--- src/hw/rtl/jtt_pkg.sv ---
// ----------------------------------------------------------------------------
// Journal transaction tracker package
// Shared widths, codes and types for the redo-log transaction tracker.
// ----------------------------------------------------------------------------
package jtt_pkg;

   // Number of block slots in the transaction table.
   localparam int LOG_ENTRIES = 16;
   localparam int TBL_AW      = (LOG_ENTRIES > 1) ? $clog2(LOG_ENTRIES) : 1;
   localparam int TBL_CW      = $clog2(LOG_ENTRIES + 1);

   // Fixed field widths of the channels and registers.
   localparam int KIND_W   = 2;
   localparam int BLOCK_W  = 32;
   localparam int STATUS_W = 4;
   localparam int INDEX_W  = 4;
   localparam int COUNT_W  = 5;
   localparam int OPS_W    = 5;
   localparam int AREA_W   = 16;
   localparam int RSV_W    = 5;
   localparam int CSR_IW   = 2;
   localparam int CSR_DW   = 32;

   // Request kinds.
   localparam logic [KIND_W-1:0] KIND_BEGIN = 2'd0;
   localparam logic [KIND_W-1:0] KIND_END   = 2'd1;
   localparam logic [KIND_W-1:0] KIND_WRITE = 2'd2;

   // Register indexes.
   localparam logic [CSR_IW-1:0] CSR_LOG_START     = 2'd0;
   localparam logic [CSR_IW-1:0] CSR_LOG_AREA      = 2'd1;
   localparam logic [CSR_IW-1:0] CSR_MAX_OP_BLOCKS = 2'd2;

   typedef enum logic [STATUS_W-1:0] {
      ST_GRANTED    = 4'd0,
      ST_WAIT       = 4'd1,
      ST_ENDED      = 4'd2,
      ST_ABSORBED   = 4'd3,
      ST_APPENDED   = 4'd4,
      ST_COPY       = 4'd5,
      ST_HDR_ENTRY  = 4'd6,
      ST_HDR_WRITE  = 4'd7,
      ST_TOO_BIG    = 4'd8,
      ST_OUTSIDE    = 4'd9,
      ST_UNMATCHED  = 4'd10
   } status_type;

   typedef struct packed {
      logic [BLOCK_W-1:0] log_start;
      logic [AREA_W-1:0]  log_area_blocks;
      logic [RSV_W-1:0]   max_op_blocks;
   } cfg_type;

   typedef struct packed {
      logic               rd_en;
      logic [TBL_AW-1:0]  rd_addr;
      logic               wr_en;
      logic [TBL_AW-1:0]  wr_addr;
      logic [BLOCK_W-1:0] wr_data;
   } tbl_req_type;

endpackage

--- src/hw/rtl/jtt_intf.sv ---
// ----------------------------------------------------------------------------
// Journal transaction tracker channels
// Valid/ready channels for request beats and response beats.
// ----------------------------------------------------------------------------
interface jtt_req_if import jtt_pkg::*; ();
   logic               valid;
   logic               ready;
   logic [KIND_W-1:0]  kind;
   logic [BLOCK_W-1:0] block_number;

   modport source (output valid, output kind, output block_number, input ready);
   modport sink   (input valid, input kind, input block_number, output ready);
endinterface

interface jtt_rsp_if import jtt_pkg::*; ();
   logic                valid;
   logic                ready;
   logic [STATUS_W-1:0] status;
   logic [BLOCK_W-1:0]  src_block;
   logic [BLOCK_W-1:0]  dst_block;
   logic [INDEX_W-1:0]  entry_index;
   logic [COUNT_W-1:0]  entry_count;
   logic                last;

   modport source (output valid, output status, output src_block, output dst_block,
                   output entry_index, output entry_count, output last, input ready);
   modport sink   (input valid, input status, input src_block, input dst_block,
                   input entry_index, input entry_count, input last, output ready);
endinterface

--- src/hw/rtl/jtt_table.sv ---
// ----------------------------------------------------------------------------
// Journal transaction table
// Single-port-write, single-port-read block table with registered read data.
// ----------------------------------------------------------------------------
module jtt_table import jtt_pkg::*; (
   input  logic               clock,
   input  tbl_req_type        tbl_req,
   output logic [BLOCK_W-1:0] rd_data
);

   logic [BLOCK_W-1:0] mem [LOG_ENTRIES];
   logic [BLOCK_W-1:0] rd_data_ff;

   always_ff @(posedge clock) begin
      if (tbl_req.wr_en) begin
         mem[tbl_req.wr_addr] <= tbl_req.wr_data;
      end
   end

   // Read data holds until the next read, so a stalled command keeps its operand.
   always_ff @(posedge clock) begin
      if (tbl_req.rd_en) begin
         rd_data_ff <= mem[tbl_req.rd_addr];
      end
   end

   assign rd_data = rd_data_ff;

endmodule

--- src/hw/rtl/jtt_seq.sv ---
// ----------------------------------------------------------------------------
// Journal transaction sequencer
// Admission, table search and append, and the commit command sequence.
// ----------------------------------------------------------------------------
module jtt_seq import jtt_pkg::*; (
   input  logic               clock,
   input  logic               reset,
   jtt_req_if.sink            req,
   jtt_rsp_if.source          rsp,
   input  cfg_type            cfg,
   output tbl_req_type        tbl_req,
   input  logic [BLOCK_W-1:0] tbl_rd_data
);

   typedef enum logic [2:0] {
      S_IDLE,
      S_SEND,
      S_SEARCH,
      S_CREAD,
      S_CEMIT,
      S_HDR_SET,
      S_HDR_CLR
   } state_type;

   typedef enum logic [1:0] {
      PH_COPY,
      PH_ENTRY,
      PH_INSTALL
   } phase_type;

   state_type           state_ff, state_in;
   phase_type           phase_ff, phase_in;
   logic [TBL_CW-1:0]   count_ff, count_in;
   logic [OPS_W-1:0]    ops_ff, ops_in;
   logic [BLOCK_W-1:0]  blk_ff, blk_in;
   logic [TBL_CW-1:0]   ptr_ff, ptr_in;
   logic                cmp_vld_ff, cmp_vld_in;
   logic [TBL_AW-1:0]   cmp_idx_ff, cmp_idx_in;
   status_type          pend_status_ff, pend_status_in;
   logic [TBL_AW-1:0]   pend_idx_ff, pend_idx_in;
   logic [TBL_CW-1:0]   pend_cnt_ff, pend_cnt_in;

   logic                rsp_vld_ff, rsp_vld_in;
   logic [STATUS_W-1:0] rsp_status_ff, rsp_status_in;
   logic [BLOCK_W-1:0]  rsp_src_ff, rsp_src_in;
   logic [BLOCK_W-1:0]  rsp_dst_ff, rsp_dst_in;
   logic [INDEX_W-1:0]  rsp_idx_ff, rsp_idx_in;
   logic [COUNT_W-1:0]  rsp_cnt_ff, rsp_cnt_in;
   logic                rsp_last_ff, rsp_last_in;

   logic                slot_free;
   logic [OPS_W:0]      ops_plus;
   logic [10:0]         reserve;
   logic [11:0]         need;
   logic                too_big;
   logic [BLOCK_W-1:0]  log_blk;
   logic                ptr_at_end;

   assign slot_free  = !rsp_vld_ff || rsp.ready;
   assign ops_plus   = {1'b0, ops_ff} + (OPS_W+1)'(1);
   assign reserve    = 11'(ops_plus) * 11'(cfg.max_op_blocks);
   assign need       = 12'(reserve) + 12'(count_ff);
   assign too_big    = (count_ff >= TBL_CW'(LOG_ENTRIES)) ||
                       ((17'(count_ff) + 17'd1) >= 17'(cfg.log_area_blocks));
   assign log_blk    = cfg.log_start + BLOCK_W'(ptr_ff) + BLOCK_W'(1);
   assign ptr_at_end = (ptr_ff + TBL_CW'(1)) == count_ff;

   assign req.ready       = (state_ff == S_IDLE);
   assign rsp.valid       = rsp_vld_ff;
   assign rsp.status      = rsp_status_ff;
   assign rsp.src_block   = rsp_src_ff;
   assign rsp.dst_block   = rsp_dst_ff;
   assign rsp.entry_index = rsp_idx_ff;
   assign rsp.entry_count = rsp_cnt_ff;
   assign rsp.last        = rsp_last_ff;

   always_comb begin
      state_in       = state_ff;
      phase_in       = phase_ff;
      count_in       = count_ff;
      ops_in         = ops_ff;
      blk_in         = blk_ff;
      ptr_in         = ptr_ff;
      cmp_vld_in     = 1'b0;
      cmp_idx_in     = cmp_idx_ff;
      pend_status_in = pend_status_ff;
      pend_idx_in    = pend_idx_ff;
      pend_cnt_in    = pend_cnt_ff;
      rsp_vld_in     = rsp_vld_ff && !rsp.ready;
      rsp_status_in  = rsp_status_ff;
      rsp_src_in     = rsp_src_ff;
      rsp_dst_in     = rsp_dst_ff;
      rsp_idx_in     = rsp_idx_ff;
      rsp_cnt_in     = rsp_cnt_ff;
      rsp_last_in    = rsp_last_ff;
      tbl_req        = '0;

      unique case (state_ff)
         S_IDLE: begin
            if (req.valid) begin
               blk_in      = req.block_number;
               ptr_in      = '0;
               pend_idx_in = '0;
               pend_cnt_in = count_ff;
               case (req.kind)
                  KIND_BEGIN: begin
                     if ((&ops_ff) || (need > 12'(LOG_ENTRIES))) begin
                        pend_status_in = ST_WAIT;
                     end else begin
                        pend_status_in = ST_GRANTED;
                        ops_in         = ops_plus[OPS_W-1:0];
                     end
                     state_in = S_SEND;
                  end
                  KIND_END: begin
                     if (ops_ff == '0) begin
                        pend_status_in = ST_UNMATCHED;
                        state_in       = S_SEND;
                     end else begin
                        ops_in = ops_ff - OPS_W'(1);
                        if ((ops_ff == OPS_W'(1)) && (count_ff != '0)) begin
                           phase_in = PH_COPY;
                           state_in = S_CREAD;
                        end else begin
                           pend_status_in = ST_ENDED;
                           state_in       = S_SEND;
                        end
                     end
                  end
                  KIND_WRITE: begin
                     if (too_big) begin
                        pend_status_in = ST_TOO_BIG;
                        state_in       = S_SEND;
                     end else if (ops_ff == '0) begin
                        pend_status_in = ST_OUTSIDE;
                        state_in       = S_SEND;
                     end else begin
                        state_in = S_SEARCH;
                     end
                  end
                  default: begin
                     state_in = S_IDLE;
                  end
               endcase
            end
         end

         S_SEND: begin
            if (slot_free) begin
               rsp_vld_in    = 1'b1;
               rsp_status_in = pend_status_ff;
               rsp_src_in    = '0;
               rsp_dst_in    = '0;
               rsp_idx_in    = INDEX_W'(pend_idx_ff);
               rsp_cnt_in    = COUNT_W'(pend_cnt_ff);
               rsp_last_in   = 1'b1;
               state_in      = S_IDLE;
            end
         end

         // One table read issued per cycle; its data is compared on the next cycle.
         S_SEARCH: begin
            if (cmp_vld_ff && (tbl_rd_data == blk_ff)) begin
               pend_status_in = ST_ABSORBED;
               pend_idx_in    = cmp_idx_ff;
               pend_cnt_in    = count_ff;
               state_in       = S_SEND;
            end else if (ptr_ff == count_ff) begin
               tbl_req.wr_en   = 1'b1;
               tbl_req.wr_addr = count_ff[TBL_AW-1:0];
               tbl_req.wr_data = blk_ff;
               pend_status_in  = ST_APPENDED;
               pend_idx_in     = count_ff[TBL_AW-1:0];
               pend_cnt_in     = count_ff + TBL_CW'(1);
               count_in        = count_ff + TBL_CW'(1);
               state_in        = S_SEND;
            end else begin
               tbl_req.rd_en   = 1'b1;
               tbl_req.rd_addr = ptr_ff[TBL_AW-1:0];
               cmp_vld_in      = 1'b1;
               cmp_idx_in      = ptr_ff[TBL_AW-1:0];
               ptr_in          = ptr_ff + TBL_CW'(1);
            end
         end

         S_CREAD: begin
            tbl_req.rd_en   = 1'b1;
            tbl_req.rd_addr = ptr_ff[TBL_AW-1:0];
            state_in        = S_CEMIT;
         end

         S_CEMIT: begin
            if (slot_free) begin
               rsp_vld_in  = 1'b1;
               rsp_idx_in  = INDEX_W'(ptr_ff);
               rsp_last_in = 1'b0;
               unique case (phase_ff)
                  PH_COPY: begin
                     rsp_status_in = ST_COPY;
                     rsp_src_in    = tbl_rd_data;
                     rsp_dst_in    = log_blk;
                     rsp_cnt_in    = COUNT_W'(count_ff);
                  end
                  PH_ENTRY: begin
                     rsp_status_in = ST_HDR_ENTRY;
                     rsp_src_in    = '0;
                     rsp_dst_in    = tbl_rd_data;
                     rsp_cnt_in    = COUNT_W'(count_ff);
                  end
                  default: begin
                     rsp_status_in = ST_COPY;
                     rsp_src_in    = log_blk;
                     rsp_dst_in    = tbl_rd_data;
                     rsp_cnt_in    = '0;
                  end
               endcase
               if (ptr_at_end) begin
                  ptr_in = '0;
                  unique case (phase_ff)
                     PH_COPY: begin
                        phase_in = PH_ENTRY;
                        state_in = S_CREAD;
                     end
                     PH_ENTRY: begin
                        state_in = S_HDR_SET;
                     end
                     default: begin
                        state_in = S_HDR_CLR;
                     end
                  endcase
               end else begin
                  ptr_in   = ptr_ff + TBL_CW'(1);
                  state_in = S_CREAD;
               end
            end
         end

         S_HDR_SET: begin
            if (slot_free) begin
               rsp_vld_in    = 1'b1;
               rsp_status_in = ST_HDR_WRITE;
               rsp_src_in    = '0;
               rsp_dst_in    = cfg.log_start;
               rsp_idx_in    = '0;
               rsp_cnt_in    = COUNT_W'(count_ff);
               rsp_last_in   = 1'b0;
               phase_in      = PH_INSTALL;
               ptr_in        = '0;
               state_in      = S_CREAD;
            end
         end

         S_HDR_CLR: begin
            if (slot_free) begin
               rsp_vld_in    = 1'b1;
               rsp_status_in = ST_HDR_WRITE;
               rsp_src_in    = '0;
               rsp_dst_in    = cfg.log_start;
               rsp_idx_in    = '0;
               rsp_cnt_in    = '0;
               rsp_last_in   = 1'b1;
               count_in      = '0;
               state_in      = S_IDLE;
            end
         end

         default: begin
            state_in = S_IDLE;
         end
      endcase
   end

   always_ff @(posedge clock) begin
      if (reset) begin
         state_ff   <= S_IDLE;
         count_ff   <= '0;
         ops_ff     <= '0;
         rsp_vld_ff <= 1'b0;
         cmp_vld_ff <= 1'b0;
      end else begin
         state_ff   <= state_in;
         count_ff   <= count_in;
         ops_ff     <= ops_in;
         rsp_vld_ff <= rsp_vld_in;
         cmp_vld_ff <= cmp_vld_in;
      end
      phase_ff       <= phase_in;
      blk_ff         <= blk_in;
      ptr_ff         <= ptr_in;
      cmp_idx_ff     <= cmp_idx_in;
      pend_status_ff <= pend_status_in;
      pend_idx_ff    <= pend_idx_in;
      pend_cnt_ff    <= pend_cnt_in;
      rsp_status_ff  <= rsp_status_in;
      rsp_src_ff     <= rsp_src_in;
      rsp_dst_ff     <= rsp_dst_in;
      rsp_idx_ff     <= rsp_idx_in;
      rsp_cnt_ff     <= rsp_cnt_in;
      rsp_last_ff    <= rsp_last_in;
   end

endmodule

--- src/hw/rtl/journal_transaction_tracker.sv ---
// ----------------------------------------------------------------------------
// Journal transaction tracker
// Redo-log transaction tracker for one device, with block absorption.
// ----------------------------------------------------------------------------
// The tracker takes one request beat at a time and answers with one or more
// response beats, the final one flagged by last. A begin, an end that does
// not commit, or a refused write goes from the idle state to the send state,
// which registers its single response beat. An accepted write scans the
// block table through its single read port, one entry per cycle, until it
// finds the block or appends it. A committing end reads the table once per
// copy or header entry, emitting each of those 3n beats for n logged blocks
// after its read, and adds the two header writes. A busy response sink stalls
// these sequences; the next request is taken as soon as the last response
// beat sits in the output register.
module journal_transaction_tracker import jtt_pkg::*; (
   input  logic              clock,
   input  logic              reset,
   jtt_req_if.sink           req,
   jtt_rsp_if.source         rsp,
   input  logic              csr_wr_en,
   input  logic [CSR_IW-1:0] csr_index,
   input  logic [CSR_DW-1:0] csr_data
);

   cfg_type            cfg_ff;
   cfg_type            cfg_in;
   tbl_req_type        tbl_req;
   logic [BLOCK_W-1:0] tbl_rd_data;

   always_comb begin
      cfg_in = cfg_ff;
      if (csr_wr_en) begin
         unique case (csr_index)
            CSR_LOG_START:     cfg_in.log_start       = csr_data[BLOCK_W-1:0];
            CSR_LOG_AREA:      cfg_in.log_area_blocks = csr_data[AREA_W-1:0];
            CSR_MAX_OP_BLOCKS: cfg_in.max_op_blocks   = csr_data[RSV_W-1:0];
            default:           cfg_in = cfg_ff;
         endcase
      end
   end

   always_ff @(posedge clock) begin
      if (reset) begin
         cfg_ff.log_start       <= BLOCK_W'(2);
         cfg_ff.log_area_blocks <= AREA_W'(17);
         cfg_ff.max_op_blocks   <= RSV_W'(4);
      end else begin
         cfg_ff <= cfg_in;
      end
   end

   jtt_seq u_seq (
      .clock       (clock),
      .reset       (reset),
      .req         (req),
      .rsp         (rsp),
      .cfg         (cfg_ff),
      .tbl_req     (tbl_req),
      .tbl_rd_data (tbl_rd_data)
   );

   jtt_table u_table (
      .clock   (clock),
      .tbl_req (tbl_req),
      .rd_data (tbl_rd_data)
   );

endmodule

--- src/flat_wrapper.sv ---
// flat-port wrapper written by rule: the top's interface ports become plain ports
module journal_transaction_tracker_flat import jtt_pkg::*;
  (clock, reset, csr_wr_en, csr_index, csr_data, req_valid, req_kind, req_block_number, req_ready, rsp_valid, rsp_status, rsp_src_block, rsp_dst_block, rsp_entry_index, rsp_entry_count, rsp_last, rsp_ready);
  jtt_req_if req_i ();
  jtt_rsp_if rsp_i ();
  input  logic clock;
  input  logic reset;
  input  logic csr_wr_en;
  input  logic [CSR_IW-1:0] csr_index;
  input  logic [CSR_DW-1:0] csr_data;
  input wire logic [$bits(req_i.valid)-1:0] req_valid;
  input wire logic [$bits(req_i.kind)-1:0] req_kind;
  input wire logic [$bits(req_i.block_number)-1:0] req_block_number;
  output wire logic [$bits(req_i.ready)-1:0] req_ready;
  output wire logic [$bits(rsp_i.valid)-1:0] rsp_valid;
  output wire logic [$bits(rsp_i.status)-1:0] rsp_status;
  output wire logic [$bits(rsp_i.src_block)-1:0] rsp_src_block;
  output wire logic [$bits(rsp_i.dst_block)-1:0] rsp_dst_block;
  output wire logic [$bits(rsp_i.entry_index)-1:0] rsp_entry_index;
  output wire logic [$bits(rsp_i.entry_count)-1:0] rsp_entry_count;
  output wire logic [$bits(rsp_i.last)-1:0] rsp_last;
  input wire logic [$bits(rsp_i.ready)-1:0] rsp_ready;
  assign req_i.valid = req_valid;
  assign req_i.kind = req_kind;
  assign req_i.block_number = req_block_number;
  assign req_ready = req_i.ready;
  assign rsp_valid = rsp_i.valid;
  assign rsp_status = rsp_i.status;
  assign rsp_src_block = rsp_i.src_block;
  assign rsp_dst_block = rsp_i.dst_block;
  assign rsp_entry_index = rsp_i.entry_index;
  assign rsp_entry_count = rsp_i.entry_count;
  assign rsp_last = rsp_i.last;
  assign rsp_i.ready = rsp_ready;
  journal_transaction_tracker u_core (.clock(clock), .reset(reset), .req(req_i), .rsp(rsp_i), .csr_wr_en(csr_wr_en), .csr_index(csr_index), .csr_data(csr_data));
endmodule
--- config.mk ---
export PLATFORM = sky130hd
export DESIGN_NAME = journal_transaction_tracker_flat
export DESIGN_NICKNAME = d
export VERILOG_FILES = /design/src/hw/rtl/jtt_pkg.sv /design/src/hw/rtl/jtt_intf.sv /design/src/hw/rtl/jtt_table.sv /design/src/hw/rtl/jtt_seq.sv /design/src/hw/rtl/journal_transaction_tracker.sv /design/src/flat_wrapper.sv
export SDC_FILE = /design/constraint.sdc
export NUM_CORES = 1
export LEC_CHECK = 0
export BUFFER_PORTS_ARGS = -buffer_cell sky130_fd_sc_hd__buf_2
export CAP_MARGIN = 15
export CORE_ASPECT_RATIO = 1.4
export CORE_MARGIN = 2
export CORE_UTILIZATION = 48
export CTS_CLUSTER_DIAMETER = 150
export DETAILED_ROUTE_END_ITERATION = 7
export GPL_ROUTABILITY_DRIVEN = 0
export GPL_TIMING_DRIVEN = 0
export MAX_ROUTING_LAYER = met4
export PLACE_DENSITY_LB_ADDON = 0.05
export RECOVER_POWER = 100
export SLEW_MARGIN = 20
export SYNTH_ARGS = -nofsm -noshare
export SYNTH_HDL_FRONTEND = slang
export SYNTH_SLANG_ARGS = --single-unit
--- constraint.sdc ---
create_clock -name clock -period 6.3 [get_ports clock]
set_input_delay 1.575 -clock clock [delete_from_list [all_inputs] [get_ports clock]]
set_output_delay 1.575 -clock clock [all_outputs]
set_load 0.03 [all_outputs]
# After elaboration in Yosys (flattened, before gate mapping)
# Memory sizes are Yosys's and may differ from the RTL's. A register that Yosys moved wholly into a read port is not among the register bits.
# Index checks and enable logic that the tools add are counted.
# word_totals
input_bits	73
n_memories	1
register_bits	202
ram_bits	512
elab_cells	210
# classes
n_eq_ne	38
mux	88
n_addsub	8
n_reduce_logical	47
bitwise_logic	3
n_mul	1
n_lt_le_gt_ge	3
# memory_table
memory	depth	word_bits	rd	rd_ports_with_merged_regs	wr	line	text
u_core.u_table.mem	16	32	1	1	1	jtt_table.sv:11	logic [BLOCK_W-1:0] mem [LOG_ENTRIES];
# op_table
operator	n
$mux W32	5
$pmux W32 S2	2
$pmux W32 S3	1
$mux W5	17
$mux W37	2
$mux W4	16
$mux W42	1
$pmux W5 S2	4
$pmux W5 S4	2
$pmux W4 S3	3
$add A32 B1 Y32 const B	1
$add A32 B5 Y32	1
$eq A32 B32 Y1	1
$mux W2	13
$ne A2 B2 Y1 const B	12
$mux W3	7
$reduce_and A5 Y1	4
$pmux W3 S6	1
$ge A6 B16 Y1	1
$pmux W4 S2	2
$ne A2 B1 Y1 const B	7
$add A11 B5 Y12	1
$add A5 B1 Y6 const B	2
$gt A12 B5 Y1 const B	1
37 further kinds	81

# Logic depth before layout (Yosys ltp)
# Gate-level depths: netlist of run 1.
# depth
depth_word	9
mapped_depth	18
depth_no_buf	18

# Cells and area by module
# A second synthesis of run 1 with hierarchy kept.
# hier_totals
hier_cells	2039
area_unflattened_um2	32119.6
# by_module_without_submodules
mod	cells_each	seq_area_each_um2	area_each_um2	instances
jtt_table	838	16335.7	20155.6	1
jtt_seq	987	4324.1	9670.5	1
journal_transaction_tracker	214	1061.0	2293.4	1

# Worst setup path before layout of run 1
# No wires, ideal clock.
# synth_path
path_kind	register to register
startpoint	register u_core.u_table.rd_data_ff[0] (netlist: u_core.u_table.rd_data[0]), read port of u_core.u_table.mem
endpoint	memory u_core.u_table.mem[12][0] (enable)
path_buffers	2
path_slack_ns	1.023
path_stages_with_launch	10
synth_period_minus_slack_ns	5.277
setup_time_ns	0.502
t_arrival_ns	4.776
path_cell_list	edfxtp_1 nand2b_1 o2111ai_1 or4_4 nor4_1 clkbuf_1 nor2_1 nand2_1 clkbuf_1 nor4_1
# synth_between
elab_chain_cells	6
# synth_lines
item	line	text
start: declaration	jtt_table.sv:12	logic [BLOCK_W-1:0] rd_data_ff;
$eq A32 B32 Y1 *	jtt_seq.sv:163	if (cmp_vld_ff && (tbl_rd_data == blk_ff)) begin
$logic_and A1 B1 Y1 *	jtt_seq.sv:163	
$mux W42 *	jtt_seq.sv:163	
$mux W37 *	jtt_seq.sv:98	unique case (state_ff)
$mux W1	jtt_table.sv:15	if (tbl_req.wr_en) begin
$mux W1 (not written as such)	jtt_table.sv:16	mem[tbl_req.wr_addr] <= tbl_req.wr_data;
end: declaration	jtt_table.sv:11	
# Every way passes the cells marked *; elsewhere a longest branch is shown, timed or not.

==> flow_summary_export.csv, run 1 <==
group,metric,value,unit
job,max_cap_viol_count,9,
cts,htreeDepth,3,
pwr,p_int,8.73,mW
critical_path,cp_data_arrival_time,6.51,ns
min_path,min_path_type,"reg -> reg",
finish,fillers,5782,
synth,synth_edf_count,678,
detailed_routing,route.final.wire_length,108000,um
floorplanning,boundaryPins,153,
critical_path,cp.required,6.66,ns
finish,layout_common_cells,"edfxtp_1 (678), clkbuf_1 (329), inv_1 (187), nand2_1 (171), a211oi_1 (138)",
outcome,violations,"capacitance limit, slew limit",
sta,finalSetupViolCount,0,
floorplanning,fp.coreArea,67900,um2
cts,insertion_delay,0.64,ns
critical_path,reg2reg_depth,10,
finish,drive_gt1_share,7.72,%
sta,finalClockSkew,0.0305,ns
synth,synth_warnings,0,
pwr,switching_share,28.9,%
finish,final_common_cell,"edfxtp_1",
critical_path,path_max_fanout,41,
synth,synth_cells,2490,
place,portBuffers,151,
critical_path,reg2reg_to,"u_core.u_table.rd_data[29]",
cts,post_cts_buffers,0,
synth,yosys-top-cells-area,"edfxtp_1 (62%), dfxtp_1 (4.1%), o221ai_1 (3.5%)",
sta,post-route-period-util,97.6,%
synth,yosys.area.top_type,"edfxtp_1",
cts,cts_tree,"yes",
synth,yosysUniqueCellTypes,70,
critical_path,critPathLaunch,"u_core.u_table.rd_data[22]",
finish,layout.nets,2915,
critical_path,cp-end-kind,"flop",
grt,grtUsageTotal,31.4,%
place,placed_cells,3565,
floorplanning,die_y,314,um
critical_path,rrSetupSlack,0.15,ns
floorplanning,rows,113,
cts,clk_path_buf_depth,3,
cts,root_buffer,"clkbuf_16",
floorplanning,start_util,48.4,%
synth,synth_top_cell_area_share,61.9,%
detailed_routing,dr.pass1.iters,6,
cts,numClockSinks,746,
sta,fmax,0.163,GHz
critical_path,r2r-start,"u_core.u_table.rd_data[22]",
critical_path,crit_path_start_kind,"flop",
grt,antenna_found_initial,3,
detailed_routing,drcViolationCount,0,
sta,slew_violations,193,
cts,cts_made_buffers,74,
sta,min_period,6.15,ns
finish,area_delta_synth_final,13.4,%
critical_path,crit_path_end,"u_core.u_table.rd_data[29]",
pwr,power,12.3,mW
synth,synthFlopType,"edfxtp_1",
critical_path,worstSetupPathType,"reg -> reg",
grt,grt_pass1_vias,23500,
grt,grt_pass1_wl,156000,um
sta,whs,0.461,ns
synth,syn_nets,2626,
grt,grt_max_degree,42,
synth,ys_async_sr_fraction,0,%
finish,final_cells,3700,
cts,clk_pin_slew,0.06,ns
floorplanning,dieArea,70600,um2
floorplanning,die_x,225,um
synth,synth_area,32900,um2
sta,relSlewSlack,-107,%
detailed_routing,wl_per_cell,29.1,um
pwr,power_frac_seq,47.4,%
pwr,power_density,329,nW/um2
pwr,p_comb_share,15.8,%
pwr,switchingPower,3.55,mW
sta,final_hold_viol_count,0,
detailed_routing,drt_iter0_markers,2071,
detailed_routing,vias,23300,
synth,ys_ff_latch,746,
sta,grt_setup_unrepaired,"no",
detailed_routing,viasPerCell,6.30,
pwr,clkPwrFrac,36.8,%
grt,gr-total-overflow,0,
place,dp.final_hpwl,79700,um
detailed_routing,ant_nets,0,
sta,tightest_slew,3.10,ns
pwr,p_leak,12.6,nW
synth,synth_area_per_cell,13.2,um2
synth,yosysSeqAreaShare,66.1,%
pwr,peakVddDrop,0.194,mV
outcome,status,"finished, violations left",
==> sequential cells by signal, summed over array words and instances, names as in the netlist, 5 cells and up <==
name                          cells
u_core.u_seq.rsp.dst_block       32
u_core.u_seq.blk_ff              32
u_core.u_seq.ptr_ff               5
u_core.u_seq.pend_cnt_ff          5
u_core.u_table.rd_data           32
u_core.cfg_ff                    53
u_core.u_table.mem              512
u_core.u_seq.ops_ff               5
u_core.u_seq.rsp.src_block       32
u_core.u_seq.rsp.entry_count      5
u_core.u_seq.count_ff             5
==> final cells by class <==
type | instances | area [um2] | share of cell area (%)
buffer | 198 | 845 | 2.27
clock buffer | 98 | 2100 | 5.63
sequential | 746 | 21700 | 58.3
inverter | 189 | 709 | 1.90
timing repair buffer | 213 | 875 | 2.35
clock inverter | 35 | 347 | 0.929
multi-input combinational | 1357 | 9610 | 25.8
tap | 862 | 1080 | 2.89
antenna | 2 | 5.00 | 0.0134
==> layer usage <==
layer,vias up,track usage (%),wire (um)
met3,268,4.06,6750
li1,10300,-,-
met1,11600,35.3,39200
met2,1118,55.4,56200
met5,-,-,0
met4,0,14.8,5370
==> worst min path at each step <==
stage,from,endpoint,slack [ns],depth (start not counted)
5_1_grt,u_core.cfg_ff[17],u_core.cfg_ff[17],0.48,2
2_1_floorplan,u_core.cfg_ff[15],u_core.cfg_ff[15],0.43,2
3_5_place_dp,u_core.cfg_ff[18],u_core.cfg_ff[18],0.45,2
3_3_place_gp,u_core.cfg_ff[14],u_core.cfg_ff[14],0.44,2
4_1_cts,u_core.cfg_ff[17],u_core.cfg_ff[17],0.46,2
6_report,u_core.cfg_ff[12],u_core.cfg_ff[12],0.46,2
==> worst max-delay path, cell delays in order (launching register included) <==
cell,delay (ns)
edfxtp_1,0.47
xor2_1,0.72
nor4_1,0.10
nand2_1,0.18
or4_1,0.28
a31oi_4,0.24
inv_2,0.23
clkbuf_1,2.20
a221oi_1,0.28
or4_1,0.67
a311oi_1,0.45
==> through the flow <==
step	util [%]	setup WS, ns	setup TNS, ns	instance area [um2]
finish	54.9	0.150	0	37300
global route	54.9	0.0899	0	37300
CTS	56.0	0.194	0	38000
detailed placement	52.4	-0.0259	-0.0439	35500
global placement	51.2	-3.53	-633.49	34700
floorplan	-	1.02	0	32900
==> Yosys cell counts (10+ instances only) <==
library cell    n
a2111oi_0     100
a211oi_1      138
a21oi_1        89
a221oi_1       33
a22o_1         11
a22oi_1        25
a311oi_1       33
and2_1         49
and3_1         48
buf_2          23
clkbuf_1      155
dfxtp_1        68
edfxtp_1      678
fa_1           18
ha_1           45
inv_1         187
nand2_1       171
nand2b_1       14
nand3_1        28
nand4_1        10
nor2_1         95
nor2b_1        13
nor3_1         27
nor4_1         14
o21ai_0        38
o221ai_1      131
or4_1          38
xnor2_1        29
xor2_1         45
==> cell families (layout without fill, tap and decap cells) <==
kind of cell	Yosys count	count (layout)	share of synthesized area [%]
fa+ha+maj	63	63	2.81
flops	746	746	66.1
mux	11	11	0.342
buf+inv	387	733	4.74
other cells	0	2	0
compound gates	677	677	16.0
simple gates	532	532	8.12
xor+xnor	74	74	1.97
==> power groups by stage <==
stage	sequential, mW	clock (mW)	combinational (mW)
after floorplan	5.95	0	1.03
after global placement	5.92	0	1.90
after detailed placement	5.91	0	1.96
after CTS	5.80	4.57	1.96
after global routing	5.83	4.75	2.05
final	5.82	4.52	1.93
==> repair_timing <==
action,4_1_cts,5_1_grt
endpoints found under the setup margin,2,4
gates resized for setup,1,2
hold buffers,0,0
Power figures use the tool's default switching activity.
==> inputs of run 2 (changes only) <==
- GPL_ROUTABILITY_DRIVEN: 0 -> not set
- SETUP_SLACK_MARGIN: not set -> 0.2
==> flow_summary_export.csv, run 2 (same netlist as run 1, synthesis figures left out) <==
group,metric,value,unit
place,dp.final_hpwl,80700,um
pwr,clkPwrFrac,36.4,%
pwr,p_comb_share,15.9,%
grt,gr-total-overflow,0,
place,place_congestion,0.911,
finish,layout_common_cells,"edfxtp_1 (678), clkbuf_1 (331), inv_1 (188), nand2_1 (171), a211oi_1 (138)",
finish,final_common_cell,"edfxtp_1",
pwr,p_int,8.62,mW
finish,postLayoutCellArea,37200,um2
outcome,violations,"capacitance limit, slew limit",
critical_path,crit_path_start_kind,"flop",
finish,regMostFlops,"u_core.u_table.mem",
sta,fmax,0.164,GHz
finish,fillers,5803,
detailed_routing,drcViolationCount,0,
floorplanning,die_x,225,um
cts,root_buffer,"clkbuf_16",
sta,grt_setup_unrepaired,"no",
sta,min_period,6.09,ns
cts,cts.repair.resized,2,
pwr,p_leak,12.6,nW
pwr,switchingPower,3.56,mW
critical_path,cp.required,6.64,ns
detailed_routing,vias,23200,
pwr,power_frac_seq,47.8,%
grt,grt_pass1_vias,23400,
grt,grt_max_degree,41,
critical_path,cp-end-kind,"flop",
cts,ctsHoldBuffers,0,
cts,insertion_delay,0.66,ns
place,portBuffers,151,
place,dpl_cell_area,35500,um2
critical_path,path_max_fanout,40,
finish,layout.nets,2917,
cts,post_cts_buffers,0,
detailed_routing,wl_per_cell,29.4,um
finish,reg.largest.list,"u_core.u_table.mem: 512 flops, u_core.cfg_ff: 53 flops",
outcome,status,"finished, violations left",
detailed_routing,viasPerCell,6.27,
floorplanning,start_util,48.4,%
grt,antenna_found_initial,0,
floorplanning,boundaryPins,153,
critical_path,cp_data_arrival_time,6.43,ns
cts,cts_tree,"yes",
finish,drive_gt1_share,7.57,%
sta,finalSetupViolCount,0,
sta,tightest_slew,2.02,ns
pwr,power,12.2,mW
sta,final_hold_viol_count,0,
detailed_routing,route.final.wire_length,109000,um
grt,grtUsageTotal,31.6,%
cts,htreeDepth,3,
pwr,switching_share,29.2,%
job,max_cap_viol_count,11,
floorplanning,fp.coreArea,67900,um2
detailed_routing,drt_iter0_markers,2308,
detailed_routing,dr.pass1.iters,6,
cts,numClockSinks,746,
grt,grt_pass1_wl,156000,um
floorplanning,die_y,314,um
sta,slew_violations,150,
critical_path,worstSetupPathType,"reg -> reg",
finish,area_delta_synth_final,13.2,%
min_path,min_path_type,"reg -> reg",
sta,post-route-period-util,96.6,%
cts,clk_pin_slew,0.06,ns
cts,clk_path_buf_depth,3,
finish,largest_register_ff_count,512,
pwr,power_density,327,nW/um2
cts,cts_made_buffers,75,
detailed_routing,ant_nets,0,
pwr,peakVddDrop,0.253,mV
floorplanning,dieArea,70600,um2
finish,antenna_cells,0,
sta,finalClockSkew,0.0337,ns
floorplanning,rows,113,
sta,relSlewSlack,-35.3,%
run 2: changes by cell type in the layout (fill, tap and decap cells not counted), moves of 3 or more:
cell        before  now
clkbuf_8         5    0
clkinvlp_4       5    1
inv_6            1    4
clkinv_1        13   20
clkinv_2         6   13
run 2: routing by layer:
metal / wire (um) / track usage [%]
met1: 40400 / 35.6
met3: 6560 / 4.14
met2: 57300 / 56.4
met4: 4820 / 13.3
met5: 0 / -
run 2: final cells by class:
cell class | instances | area [um2] | share of cell area, %
flip-flops and latches | 746 | 21700 | 58.4
multi-input cells | 1357 | 9600 | 25.8
clock buffers | 93 | 1990 | 5.34
well taps | 862 | 1080 | 2.90
repair buffers | 214 | 877 | 2.36
plain buffers | 198 | 847 | 2.28
inverters | 189 | 709 | 1.91
clock inverters | 45 | 392 | 1.05
run 2: per-stage QoR:
| step | setup WS, ns | cells | utilization [%] | hold slack [ns] | TNS (ns) |
|---|---|---|---|---|---|
| 2_1_floorplan | 1.02 | 2490 | - | 0.431 | 0 |
| 5_1_grt | 0.137 | 3704 | 54.8 | 0.479 | 0 |
| 3_3_place_gp | -3.45 | 3503 | 51.2 | 0.438 | -630.05 |
| 4_1_cts | 0.452 | 3704 | 55.9 | 0.455 | 0 |
| 3_5_place_dp | -0.0110 | 3566 | 52.4 | 0.446 | -0.0148 |
| 6_report | 0.213 | 3704 | 54.8 | 0.456 | 0 |
run 2: worst paths after layout:
kind              cells past startpoint  slack [ns]                    endpoint                        from
setup reg to reg                     11        0.21  u_core.u_table.rd_data[23]  u_core.u_table.rd_data[12]
hold reg to reg                       2        0.46           u_core.cfg_ff[14]           u_core.cfg_ff[14]
hold / removal                        2        0.46           u_core.cfg_ff[14]           u_core.cfg_ff[14]
setup / recovery                     11        0.21  u_core.u_table.rd_data[23]  u_core.u_table.rd_data[12]
run 2: power by group through the flow:
stage | clock network [mW] | logic (mW) | registers (mW)
floorplan | 0 | 1.03 | 5.95
global placement | 0 | 1.91 | 5.92
detailed placement | 0 | 1.97 | 5.91
CTS | 4.47 | 1.98 | 5.81
global route | 4.64 | 2.05 | 5.83
finish | 4.43 | 1.93 | 5.82
run 2: worst max-delay path: stages (launching register included):
cell and delay (ns):
edfxtp_1 0.54, xor2_1 0.23, nor4_1 0.40, nand3_1 0.36, or4_1 0.77, a31oi_1 1.07, inv_1 0.41, clkbuf_1 0.29
clkbuf_2 0.77, a221oi_1 0.60, or4_1 0.22, a311oi_1 0.07
